<file path="config.mk">
export PLATFORM = sky130hd
export DESIGN_NAME = circular_list_engine
export DESIGN_NICKNAME = d
export VERILOG_FILES = /design/src/rtl/cle_pkg.sv /design/src/rtl/cle_node_mem.sv /design/src/rtl/circular_list_engine.sv
export SDC_FILE = /design/constraint.sdc
export NUM_CORES = 1
export LEC_CHECK = 0
export BUFFER_PORTS_ARGS = -buffer_cell sky130_fd_sc_hd__buf_2
export CORE_ASPECT_RATIO = 0.6
export CORE_MARGIN = 2
export CORE_UTILIZATION = 35
export CTS_CLUSTER_DIAMETER = 30
export CTS_CLUSTER_SIZE = 40
export DETAILED_ROUTE_END_ITERATION = 12
export PLACE_DENSITY = 0.55
export SLEW_MARGIN = 5
export SYNTH_ARGS = -nofsm -noshare
export SYNTH_HDL_FRONTEND = slang
export SYNTH_SLANG_ARGS = --single-unit
</file>
<file path="constraint.sdc">
create_clock -name clk -period 6.9 [get_ports clk]
set_input_delay 1.38 -clock clk [delete_from_list [all_inputs] [get_ports clk]]
set_output_delay 1.38 -clock clk [all_outputs]
set_load 0.01 [all_outputs]
</file>
<file path="src/rtl/cle_pkg.sv">
// shared types and constants for the circular list engine
package cle_pkg;

    localparam int DEF_CAPACITY = 32;

    typedef enum logic [2:0] {
        REQ_APPEND     = 3'd0,
        REQ_INS_HEAD   = 3'd1,
        REQ_INS_AFTER  = 3'd2,
        REQ_DEL_HEAD   = 3'd3,
        REQ_DEL_TAIL   = 3'd4,
        REQ_DEL_MATCH  = 3'd5,
        REQ_SEARCH     = 3'd6,
        REQ_READ_ALL   = 3'd7
    } req_t;

    typedef enum logic [1:0] {
        ST_OK      = 2'd0,
        ST_EMPTY   = 2'd1,
        ST_FULL    = 2'd2,
        ST_NOMATCH = 2'd3
    } status_t;

endpackage

</file>
<file path="src/rtl/cle_node_mem.sv">
// node store: value and link memories with one registered read port each
module cle_node_mem #(
    parameter int CAPACITY = cle_pkg::DEF_CAPACITY,
    parameter int IW = (CAPACITY > 1) ? $clog2(CAPACITY) : 1
) (
    input  logic          clk,
    input  logic [IW-1:0] rd_addr,
    output logic [31:0]   rd_value,
    output logic [IW-1:0] rd_link,
    input  logic          val_we,
    input  logic [IW-1:0] val_waddr,
    input  logic [31:0]   val_wdata,
    input  logic          lnk_we,
    input  logic [IW-1:0] lnk_waddr,
    input  logic [IW-1:0] lnk_wdata
);

    logic [31:0]   value_mem [CAPACITY];
    logic [IW-1:0] link_mem  [CAPACITY];

    // writes
    always_ff @(posedge clk)
    begin
        if (val_we)
        begin
            value_mem[val_waddr] <= val_wdata;
        end
        if (lnk_we)
        begin
            link_mem[lnk_waddr] <= lnk_wdata;
        end
    end

    // registered reads
    always_ff @(posedge clk)
    begin
        rd_value <= value_mem[rd_addr];
        rd_link  <= link_mem[rd_addr];
    end

endmodule

</file>
<file path="src/rtl/circular_list_engine.sv">
// top level of the circular list engine: sequencer around the node store
//
// A request takes one item and gives one result, or for read-all one
// result per entry. Status replies for an empty or full list go from the
// decide state straight to the output state; appends and inserts at the
// head pass through the link state, and delete-head reads the head node
// in the walk state first. Matching, delete-tail and read-all walk the
// link memory one node at a time, each address waiting for its registered
// read data. One request is in work at a time; a new item is taken only
// once the last result of the previous one has been taken.
module circular_list_engine #(
    parameter int CAPACITY = cle_pkg::DEF_CAPACITY
) (
    input  logic               clk,
    input  logic               rst_n,
    input  logic               in_valid,
    output logic               in_ready,
    input  logic [2:0]         req_type,
    input  logic signed [31:0] new_value,
    input  logic signed [31:0] match_value,
    output logic               out_valid,
    input  logic               out_ready,
    output logic [1:0]         status,
    output logic               found,
    output logic signed [31:0] data_value,
    output logic               last_result
);

    localparam int IW = (CAPACITY > 1) ? $clog2(CAPACITY) : 1;
    localparam int CW = $clog2(CAPACITY + 1);

    typedef enum logic [2:0] {
        S_IDLE, S_DECIDE, S_WALK, S_LINK, S_OUT
    } state_t;

    state_t            state_reg;
    cle_pkg::req_t     req_reg;
    logic [31:0]       nv_reg, mv_reg;
    logic [CAPACITY-1:0] free_reg;
    logic [IW-1:0]     head_reg, tail_reg;
    logic [CW-1:0]     count_reg, step_reg;
    logic [IW-1:0]     cur_reg, prev_reg, at_reg;
    logic [IW-1:0]     slot_reg;

    logic [IW-1:0]     rd_addr;
    logic [31:0]       rd_value;
    logic [IW-1:0]     rd_link;
    logic              val_we, lnk_we;
    logic [IW-1:0]     val_waddr, lnk_waddr, lnk_wdata;

    logic              res_valid_reg;
    logic [1:0]        res_status_reg;
    logic              res_found_reg, res_last_reg;
    logic [31:0]       res_data_reg;

    logic [IW-1:0]     low_free;
    logic              empty_w, full_w;

    // lowest free slot
    always_comb
    begin
        low_free = '0;
        for (int i = CAPACITY - 1; i >= 0; i--)
        begin
            if (free_reg[i])
            begin
                low_free = IW'(i);
            end
        end
    end

    assign empty_w = (count_reg == '0);
    assign full_w  = (count_reg == CW'(CAPACITY));

    cle_node_mem #(.CAPACITY(CAPACITY), .IW(IW)) u_mem (
        .clk      (clk),
        .rd_addr  (rd_addr),
        .rd_value (rd_value),
        .rd_link  (rd_link),
        .val_we   (val_we),
        .val_waddr(val_waddr),
        .val_wdata(nv_reg),
        .lnk_we   (lnk_we),
        .lnk_waddr(lnk_waddr),
        .lnk_wdata(lnk_wdata)
    );

    // read address: the node being walked
    assign rd_addr = cur_reg;

    // value write port, used in the link stage only
    always_comb
    begin
        val_we    = 1'b0;
        val_waddr = slot_reg;
        if (state_reg == S_LINK)
        begin
            unique case (req_reg)
                cle_pkg::REQ_APPEND, cle_pkg::REQ_INS_HEAD:
                begin
                    val_we = 1'b1;
                end
                cle_pkg::REQ_INS_AFTER:
                begin
                    val_we = 1'b1;
                end
                default:
                begin
                    val_we = 1'b0;
                end
            endcase
        end
    end

    assign in_ready    = (state_reg == S_IDLE) && !res_valid_reg;
    assign out_valid   = res_valid_reg;
    assign status      = res_status_reg;
    assign found       = res_found_reg;
    assign data_value  = res_data_reg;
    assign last_result = res_last_reg;

    // walk phase: address out, then registered read data back
    logic link_phase_reg;

    // sequencer
    always_ff @(posedge clk or negedge rst_n)
    begin
        if (!rst_n)
        begin
            state_reg      <= S_IDLE;
            free_reg       <= '1;
            head_reg       <= '0;
            tail_reg       <= '0;
            count_reg      <= '0;
            res_valid_reg  <= 1'b0;
            link_phase_reg <= 1'b0;
        end
        else
        begin
            if (res_valid_reg && out_ready)
            begin
                res_valid_reg <= 1'b0;
            end
            unique case (state_reg)
                S_IDLE:
                begin
                    if (in_valid && in_ready)
                    begin
                        req_reg  <= cle_pkg::req_t'(req_type);
                        nv_reg   <= new_value;
                        mv_reg   <= match_value;
                        state_reg <= S_DECIDE;
                    end
                end
                S_DECIDE:
                begin
                    res_found_reg <= 1'b0;
                    res_data_reg  <= '0;
                    res_last_reg  <= 1'b1;
                    res_status_reg <= cle_pkg::ST_OK;
                    cur_reg  <= head_reg;
                    prev_reg <= tail_reg;
                    step_reg <= '0;
                    slot_reg <= low_free;
                    link_phase_reg <= 1'b0;
                    if (req_reg == cle_pkg::REQ_INS_AFTER && empty_w)
                    begin
                        res_status_reg <= cle_pkg::ST_EMPTY;
                        state_reg <= S_OUT;
                    end
                    else if ((req_reg == cle_pkg::REQ_APPEND ||
                              req_reg == cle_pkg::REQ_INS_HEAD ||
                              req_reg == cle_pkg::REQ_INS_AFTER) && full_w)
                    begin
                        res_status_reg <= cle_pkg::ST_FULL;
                        state_reg <= S_OUT;
                    end
                    else if (req_reg != cle_pkg::REQ_APPEND &&
                             req_reg != cle_pkg::REQ_INS_HEAD && empty_w)
                    begin
                        res_status_reg <= cle_pkg::ST_EMPTY;
                        state_reg <= S_OUT;
                    end
                    else if (req_reg == cle_pkg::REQ_APPEND ||
                             req_reg == cle_pkg::REQ_INS_HEAD)
                    begin
                        state_reg <= S_LINK;
                    end
                    else
                    begin
                        state_reg <= S_WALK;
                    end
                end
                S_WALK:
                begin
                    // wait for the registered read data at each node
                    if (!link_phase_reg)
                    begin
                        link_phase_reg <= 1'b1;
                    end
                    else
                    begin
                        link_phase_reg <= 1'b0;
                        unique case (req_reg)
                            cle_pkg::REQ_READ_ALL:
                            begin
                                if (!res_valid_reg || out_ready)
                                begin
                                    res_valid_reg  <= 1'b1;
                                    res_status_reg <= cle_pkg::ST_OK;
                                    res_data_reg   <= rd_value;
                                    res_last_reg   <= (step_reg + 1'b1 == count_reg);
                                    step_reg <= step_reg + 1'b1;
                                    cur_reg  <= rd_link;
                                    if (step_reg + 1'b1 == count_reg)
                                    begin
                                        state_reg <= S_IDLE;
                                    end
                                end
                                else
                                begin
                                    link_phase_reg <= 1'b1;
                                end
                            end
                            cle_pkg::REQ_DEL_HEAD:
                            begin
                                at_reg       <= cur_reg;
                                res_data_reg <= rd_value;
                                slot_reg     <= rd_link;
                                state_reg    <= S_LINK;
                            end
                            cle_pkg::REQ_DEL_TAIL:
                            begin
                                if (cur_reg == tail_reg)
                                begin
                                    at_reg       <= cur_reg;
                                    res_data_reg <= rd_value;
                                    slot_reg     <= rd_link;
                                    state_reg    <= S_LINK;
                                end
                                else
                                begin
                                    prev_reg <= cur_reg;
                                    cur_reg  <= rd_link;
                                end
                            end
                            default:
                            begin
                                // match requests
                                if (rd_value == mv_reg)
                                begin
                                    at_reg <= cur_reg;
                                    if (req_reg == cle_pkg::REQ_SEARCH)
                                    begin
                                        res_found_reg <= 1'b1;
                                        state_reg <= S_OUT;
                                    end
                                    else
                                    begin
                                        if (req_reg == cle_pkg::REQ_DEL_MATCH)
                                        begin
                                            res_data_reg <= rd_value;
                                            slot_reg     <= rd_link;
                                        end
                                        else
                                        begin
                                            cur_reg <= rd_link;
                                        end
                                        state_reg <= S_LINK;
                                    end
                                end
                                else if (step_reg + 1'b1 == count_reg)
                                begin
                                    res_status_reg <= cle_pkg::ST_NOMATCH;
                                    state_reg <= S_OUT;
                                end
                                else
                                begin
                                    step_reg <= step_reg + 1'b1;
                                    prev_reg <= cur_reg;
                                    cur_reg  <= rd_link;
                                end
                            end
                        endcase
                    end
                end
                S_LINK:
                begin
                    state_reg <= S_OUT;
                    unique case (req_reg)
                        cle_pkg::REQ_APPEND, cle_pkg::REQ_INS_HEAD:
                        begin
                            free_reg[slot_reg] <= 1'b0;
                            count_reg <= count_reg + 1'b1;
                            if (empty_w)
                            begin
                                head_reg <= slot_reg;
                                tail_reg <= slot_reg;
                            end
                            else if (req_reg == cle_pkg::REQ_APPEND)
                            begin
                                tail_reg <= slot_reg;
                            end
                            else
                            begin
                                head_reg <= slot_reg;
                            end
                        end
                        cle_pkg::REQ_INS_AFTER:
                        begin
                            free_reg[slot_reg] <= 1'b0;
                            count_reg <= count_reg + 1'b1;
                            if (at_reg == tail_reg)
                            begin
                                tail_reg <= slot_reg;
                            end
                        end
                        default:
                        begin
                            // deletes: slot_reg holds successor of at_reg
                            free_reg[at_reg] <= 1'b1;
                            if (count_reg == CW'(1))
                            begin
                                count_reg <= '0;
                                head_reg  <= '0;
                                tail_reg  <= '0;
                            end
                            else
                            begin
                                count_reg <= count_reg - 1'b1;
                                if (at_reg == head_reg)
                                begin
                                    head_reg <= slot_reg;
                                end
                                if (at_reg == tail_reg)
                                begin
                                    tail_reg <= prev_reg;
                                end
                            end
                        end
                    endcase
                end
                S_OUT:
                begin
                    if (!res_valid_reg || out_ready)
                    begin
                        res_valid_reg <= 1'b1;
                        state_reg <= S_IDLE;
                    end
                end
                default:
                begin
                    state_reg <= S_IDLE;
                end
            endcase
        end
    end

    // neighbour link writes driven in link stage, sharing the one link write port
    logic          l2_we;
    logic [IW-1:0] l2_addr, l2_data;

    always_comb
    begin
        l2_we   = 1'b0;
        l2_addr = prev_reg;
        l2_data = slot_reg;
        if (state_reg == S_LINK)
        begin
            unique case (req_reg)
                cle_pkg::REQ_APPEND, cle_pkg::REQ_INS_HEAD:
                begin
                    l2_we   = !empty_w;
                    l2_addr = tail_reg;
                    l2_data = slot_reg;
                end
                cle_pkg::REQ_INS_AFTER:
                begin
                    l2_we   = 1'b1;
                    l2_addr = at_reg;
                    l2_data = slot_reg;
                end
                default:
                begin
                    l2_we   = (count_reg != CW'(1));
                    l2_addr = prev_reg;
                    l2_data = slot_reg;
                end
            endcase
        end
    end

    // new node's own link goes through a registered, delayed write
    logic          nl_we_reg;
    logic [IW-1:0] nl_addr_reg, nl_data_reg;

    always_ff @(posedge clk or negedge rst_n)
    begin
        if (!rst_n)
        begin
            nl_we_reg <= 1'b0;
        end
        else
        begin
            nl_we_reg <= (state_reg == S_LINK) &&
                         (req_reg == cle_pkg::REQ_APPEND ||
                          req_reg == cle_pkg::REQ_INS_HEAD ||
                          req_reg == cle_pkg::REQ_INS_AFTER);
            nl_addr_reg <= slot_reg;
            if (req_reg == cle_pkg::REQ_INS_AFTER)
            begin
                nl_data_reg <= cur_reg;
            end
            else if (empty_w)
            begin
                nl_data_reg <= slot_reg;
            end
            else
            begin
                nl_data_reg <= head_reg;
            end
        end
    end

    // link port: new-node link (S_OUT) or neighbour link (S_LINK)
    assign lnk_we    = nl_we_reg || l2_we;
    assign lnk_waddr = nl_we_reg ? nl_addr_reg : l2_addr;
    assign lnk_wdata = nl_we_reg ? nl_data_reg : l2_data;

endmodule

</file>
Word-level counts from Yosys, hierarchy flattened --
Memories as Yosys holds them, arrays and structs flattened. A register that Yosys moved wholly into a read port is not among the register bits. Cells that the tools add are included.
Storage, ports and cells: flip-flop bits (word level) 193, output and inout port bits 38, bits in writable memories 1184, logic and storage cells 278, memories 2
Operators by class: equal/unequal tests 55, add/subtract/negate cells 3, $lt $le $gt $ge 4, bitwise gates (word level) 5, reduce and logical (&&, ||, !) cells 42, multiplexer cells 145
Memories:
- u_mem.value_mem | words 32, bits a word 32, read ports 1, clocked after memory_dff 1, write ports 1, RTL line cle_node_mem.sv:18 | logic [31:0] value_mem [CAPACITY];
- u_mem.link_mem | words 32, bits a word 5, read ports 1, clocked after memory_dff 1, write ports 1, RTL line cle_node_mem.sv:19 | logic [IW-1:0] link_mem [CAPACITY];
Operator list (count):
- 5-bit 2-to-1 mux | 64
- 32-bit 2-to-1 mux | 7
- 32-bit one-hot mux with 3 select lines | 1
- 5-bit one-hot mux with 2 select lines | 7
- 32-bit one-hot mux with 2 select lines | 1
- 5-bit one-hot mux with 3 select lines | 3
- 3-bit 2-to-1 mux | 12
- 6-bit 2-to-1 mux | 6
- 5-bit inequality test (second input constant) | 7
- 3-bit inequality test (second input constant) | 11
- 32-bit bitwise AND | 1
- 32-bit equality test | 1
- 32-bit inverter | 1
- 32-bit OR | 1
- 7-bit AND reduction | 4
- 2-bit inequality test (second input constant) | 13
- 1-bit 2-to-1 mux | 25
- 6-bit one-hot mux with 2 select lines | 2
- 8-bit AND reduction | 2
- 3-bit equality test (second input constant) | 5
- 5-bit equality test | 3
- 3-bit one-hot mux with 5 select lines | 1
- 6-bit by 1-bit adder with 6-bit output (second input constant) | 2
- 3-bit by 2-bit equality test with 1-bit output (second input constant) | 4
- other kinds (31) | 70

Longest topological paths before layout --
depth after elaboration 33, gate-level depth with buffers 10, mapped depth without buffers 9

Cells and area by module --
A second synthesis with hierarchy kept.
Second synthesis, totals: cells, all modules 3443, area, all modules 56053.8 µm²
By module, submodules not included:
- cle_node_mem | area each 47038.9 µm², cells each 2651, times used 1
- circular_list_engine | area each 9014.9 µm², cells each 792, times used 1

Worst setup path after synthesis --
OpenSTA, ideal clock, no wires.
path type input -> register, start in rst_n, end reg res_data_reg[0] (netlist: data_value[0]) (enable), required time 6.430 ns, setup slack 2.226 ns, path buffers 0, stages 4, data arrival time 4.203 ns, cells stage by stage inv_1 a211o_1 nor2_1 a21boi_0
Between the ends: longest elaborated chain between the ends 1
Ends and longest elaborated chain:
- start, declared | RTL line circular_list_engine.sv:15 | input logic rst_n,
- 8-bit AND reduction (no line)
- end signal, assigned | RTL line circular_list_engine.sv:211 | res_data_reg <= rd_value;
- end signal, assigned | RTL line circular_list_engine.sv:228 | res_data_reg <= rd_value;
- end signal, assigned | RTL line circular_list_engine.sv:237 | res_data_reg <= rd_value;
- end, declared | RTL line circular_list_engine.sv:54 | logic [31:0] res_data_reg;
Every way passes these cells. A chain may end at the register's enable or synchronous reset.

Worst setup path after layout --
start reg req_reg[1], end mem u_mem.value_mem[16][26] (enable)
Between the ends: longest elaborated chain between the ends 6, elaborated cells on any way between the ends 8, those cells by class eq/ne: 2; mux: 4; reduce/logical: 2
Ends and longest elaborated chain:
- start, declared | RTL line circular_list_engine.sv:37 | cle_pkg::req_t req_reg;
- start signal, assigned | RTL line circular_list_engine.sv:149 | req_reg <= cle_pkg::req_t'(req_type);
- 3-bit by 1-bit equality test with 1-bit output (tied with other cells) | RTL line circular_list_engine.sv:98 | unique case (req_reg)
- 3-bit OR reduction (no line) *
- 1-bit 2-to-1 mux * | RTL line circular_list_engine.sv:98
- 1-bit 2-to-1 mux * | RTL line circular_list_engine.sv:96 | if (state_reg == S_LINK)
- 1-bit 2-to-1 mux * | RTL line cle_node_mem.sv:24 | if (val_we)
- 1-bit 2-to-1 mux (not written as such) * | RTL line cle_node_mem.sv:26 | value_mem[val_waddr] <= val_wdata;
- end, declared | RTL line cle_node_mem.sv:18
Mark *: on every way between the ends. The rest lies on a longest branch, timed or not.

==> impl_metrics.ini <==
[grt]
antenna_found_initial = 8
grt_usage_pct = 18.0
grt_pass1_vias = 27400
grt_max_degree = 130
gr-total-overflow = 0
grt_pass1_wl_mm = 205

[routing]
vias = 27100
drt_first_iter_violations = 3421
drc_errors = 0
drt.antenna.violating_nets = 0
dr.pass1.iters = 6
wl_per_cell_um = 28.8
drt-total-wl_mm = 144
routed_via_density = 5.42

[clock_tree]
clkTransAtPathRegs_ns = 0.05
clockRootBuffer = clkbuf_16
clk_latency_ns = 0.83
ctsResizeCount = 0
cts_htree_levels = 4
holdBufCountCts = 0
cts_buffer_depth = 4
clkSinkCount = 1414
postCtsSetupBuffers = 0
numCtsBuffers = 194
cts_tree = yes

[synthesis]
synth_cell_type_count = 62
yosys.area.top_type = edfxtp_1
ys_ff_latch = 1414
synth-edff-count = 1323
yosysWarnings = 0
ys_top_cells_by_area = edfxtp_1, mux4_2, dfstp_2
syn_area_um2 = 54600
synth_top_cell_area_share_pct = 72.7
synth_top_flop_cell = edfxtp_1
ys_async_sr_fraction_pct = 3.82
synth_nets = 2633
yosysSeqAreaShare_pct = 76.6
synthCells = 2558
syn_avg_cell_area_um2 = 21.4

[die]
coreArea_um2 = 155000
pin_count = 109
rows = 112
die_w_um = 514
die_h_um = 310
start_util_pct = 35.2
die-area_um2 = 159000

[setup_path]
worstReg2RegEnd = u_mem.value_mem[16][26]
crit_path_max_fanout = 17
reg2reg_depth = 5
worstPathCellList = nor3b_2 > nor2_1 > or3_1 > nor2_4 > buf_4
cp.buffers_inverters = 1
regToRegStartpoint = req_reg[1]
cp-start-kind = flip-flop
critical-path-top-delay-family = simple AND/OR/NAND/NOR gates
cp.arrival_ns = 4.87
cp_slowest_cell = nor3b_2
slowest_delay_ns = 0.84
rrSetupSlack_ns = 2.45
path_class = reg2reg
end_kind = flip-flop
crit_required_ns = 7.32

[power]
switching_share_pct = 28.5
pwr-share-seq_pct = 41.5
powerDensity_nw_per_um2 = 401
clkPwrFrac_pct = 38.5
power_frac_comb_pct = 20.0
p_switching_mw = 7.38
leakagePower_nw = 20.5
p_int_mw = 18.5
vdd_drop_max_uv = 255

[placed_design]
place_congestion = 0.838
dpl_cell_area_um2 = 58000
hpwl_mm = 82.9
portBuffers = 108

[sta]
maxSlewViolCount = 0
fin_skew_ns = 0.0825
max_slew.worst_pin.slew_ns = 1.33
rsz0062_at_grt = no
relSlewSlack_pct = 11.4
timing.final.crit_share_pct = 64.5
holdWs_ns = 0.422
post-route-min-period_ns = 4.45
fmax_ghz = 0.225
finalSetupViolCount = 0
hold_violations = 0
finalSetupTns_ns = 0

[status]
outcome = finished clean

[cells_and_area]
drive_gt1_share_pct = 33.3
antenna_cells = 0
synthToLayoutAreaGrowth_pct = 18.1
reg.largest.list = u_mem.value_mem x1024, u_mem.link_mem x160
layout_common_cells = edfxtp_1, mux4_2, clkbuf_16
layout_commonest_cell = edfxtp_1
largest_register = u_mem.value_mem
utilization_pct = 41.5
nets = 2876
fin_area_um2 = 64500
largest_reg_flops = 1024

[job]
drv_cap = 0

[hold_path]
hold_class = in2async
worst reg2reg max path, cell delays in order (launching register included):
cell	delay, ns
edfxtp_1	0.59
nor3b_2	0.84
nor2_1	0.46
or3_1	0.78
nor2_4	0.82
buf_4	0.54
layout make-up:
type	count	area [um2]
inverter	18	67.6
fill	13400	90800
multi-input combinational	1002	12400
tap	2052	2570
sequential	1414	41900
clock buffer	226	5130
timing repair buffer	171	1090
clock inverter	122	1380
how the worst max path moves through the flow:
stage / slack (ns) / to / from / depth (start not counted)
after global placement: 1.77 / data_value[4] / mv_reg[30] / 8
after CTS: 2.56 / u_mem.value_mem[30][24] / req_reg[1] / 6
final: 2.45 / u_mem.value_mem[16][26] / req_reg[1] / 5
after floorplan: 2.23 / data_value[0] / rst_n / 4
after global routing: 2.20 / u_mem.value_mem[28][0] / req_reg[1] / 5
after detailed placement: 2.61 / u_mem.value_mem[30][24] / req_reg[1] / 6
power by group through the flow:
stage / Combinational, mW / Sequential (mW) / Clock (mW)
after floorplan: 3.69 / 10.6 / 0
after detailed placement: 5.21 / 10.9 / 0
final: 5.18 / 10.8 / 9.96
after global routing: 5.55 / 10.8 / 10.5
after global placement: 5.15 / 10.9 / 0
after CTS: 5.24 / 10.7 / 10.2
per-stage QoR:
stage,setup WS [ns],power [mW],cells
after floorplan,2.23,14.3,2558
final,2.45,25.9,5005
after global placement,1.77,16.0,4655
after global routing,2.20,26.9,5005
after detailed placement,2.61,16.1,4657
after CTS,2.56,26.1,5005
layer usage:
metal | GRT usage [%] | share of wire (%)
met5 | 0 | 0
met2 | 26.0 | 43
met4 | 3.55 | 1.8
met3 | 4.16 | 9.0
met1 | 27.9 | 46
Yosys cell counts, drive strengths merged (4+ instances only):
master / n
edfxtp: 1323
mux4: 370
nor2: 148
clkbuf: 79
nand2: 72
a21oi: 54
o21ai: 46
xnor2: 46
buf: 45
mux2: 44
dfxtp: 37
and2: 34
dfstp: 32
dfrtp: 22
nand3: 20
inv: 18
nor3: 18
a22oi: 13
xor2: 13
nor4: 12
nand2b: 10
o31ai: 10
mux2i: 9
nand4: 9
nor2b: 8
or3: 8
and3: 5
a211oi: 4
a31oi: 4
ha: 4
o221ai: 4
kinds of logic after synthesis:
family          Yosys count  synth area share, %
simple gates            351                 2.97
mux                     423                 16.3
compound gates          165                 1.88
fa+ha+maj                 4               0.0916
xor+xnor                 59                0.946
flops                  1414                 76.6
buf+inv                 142                 1.18
(Power assumes the default switching activity.)
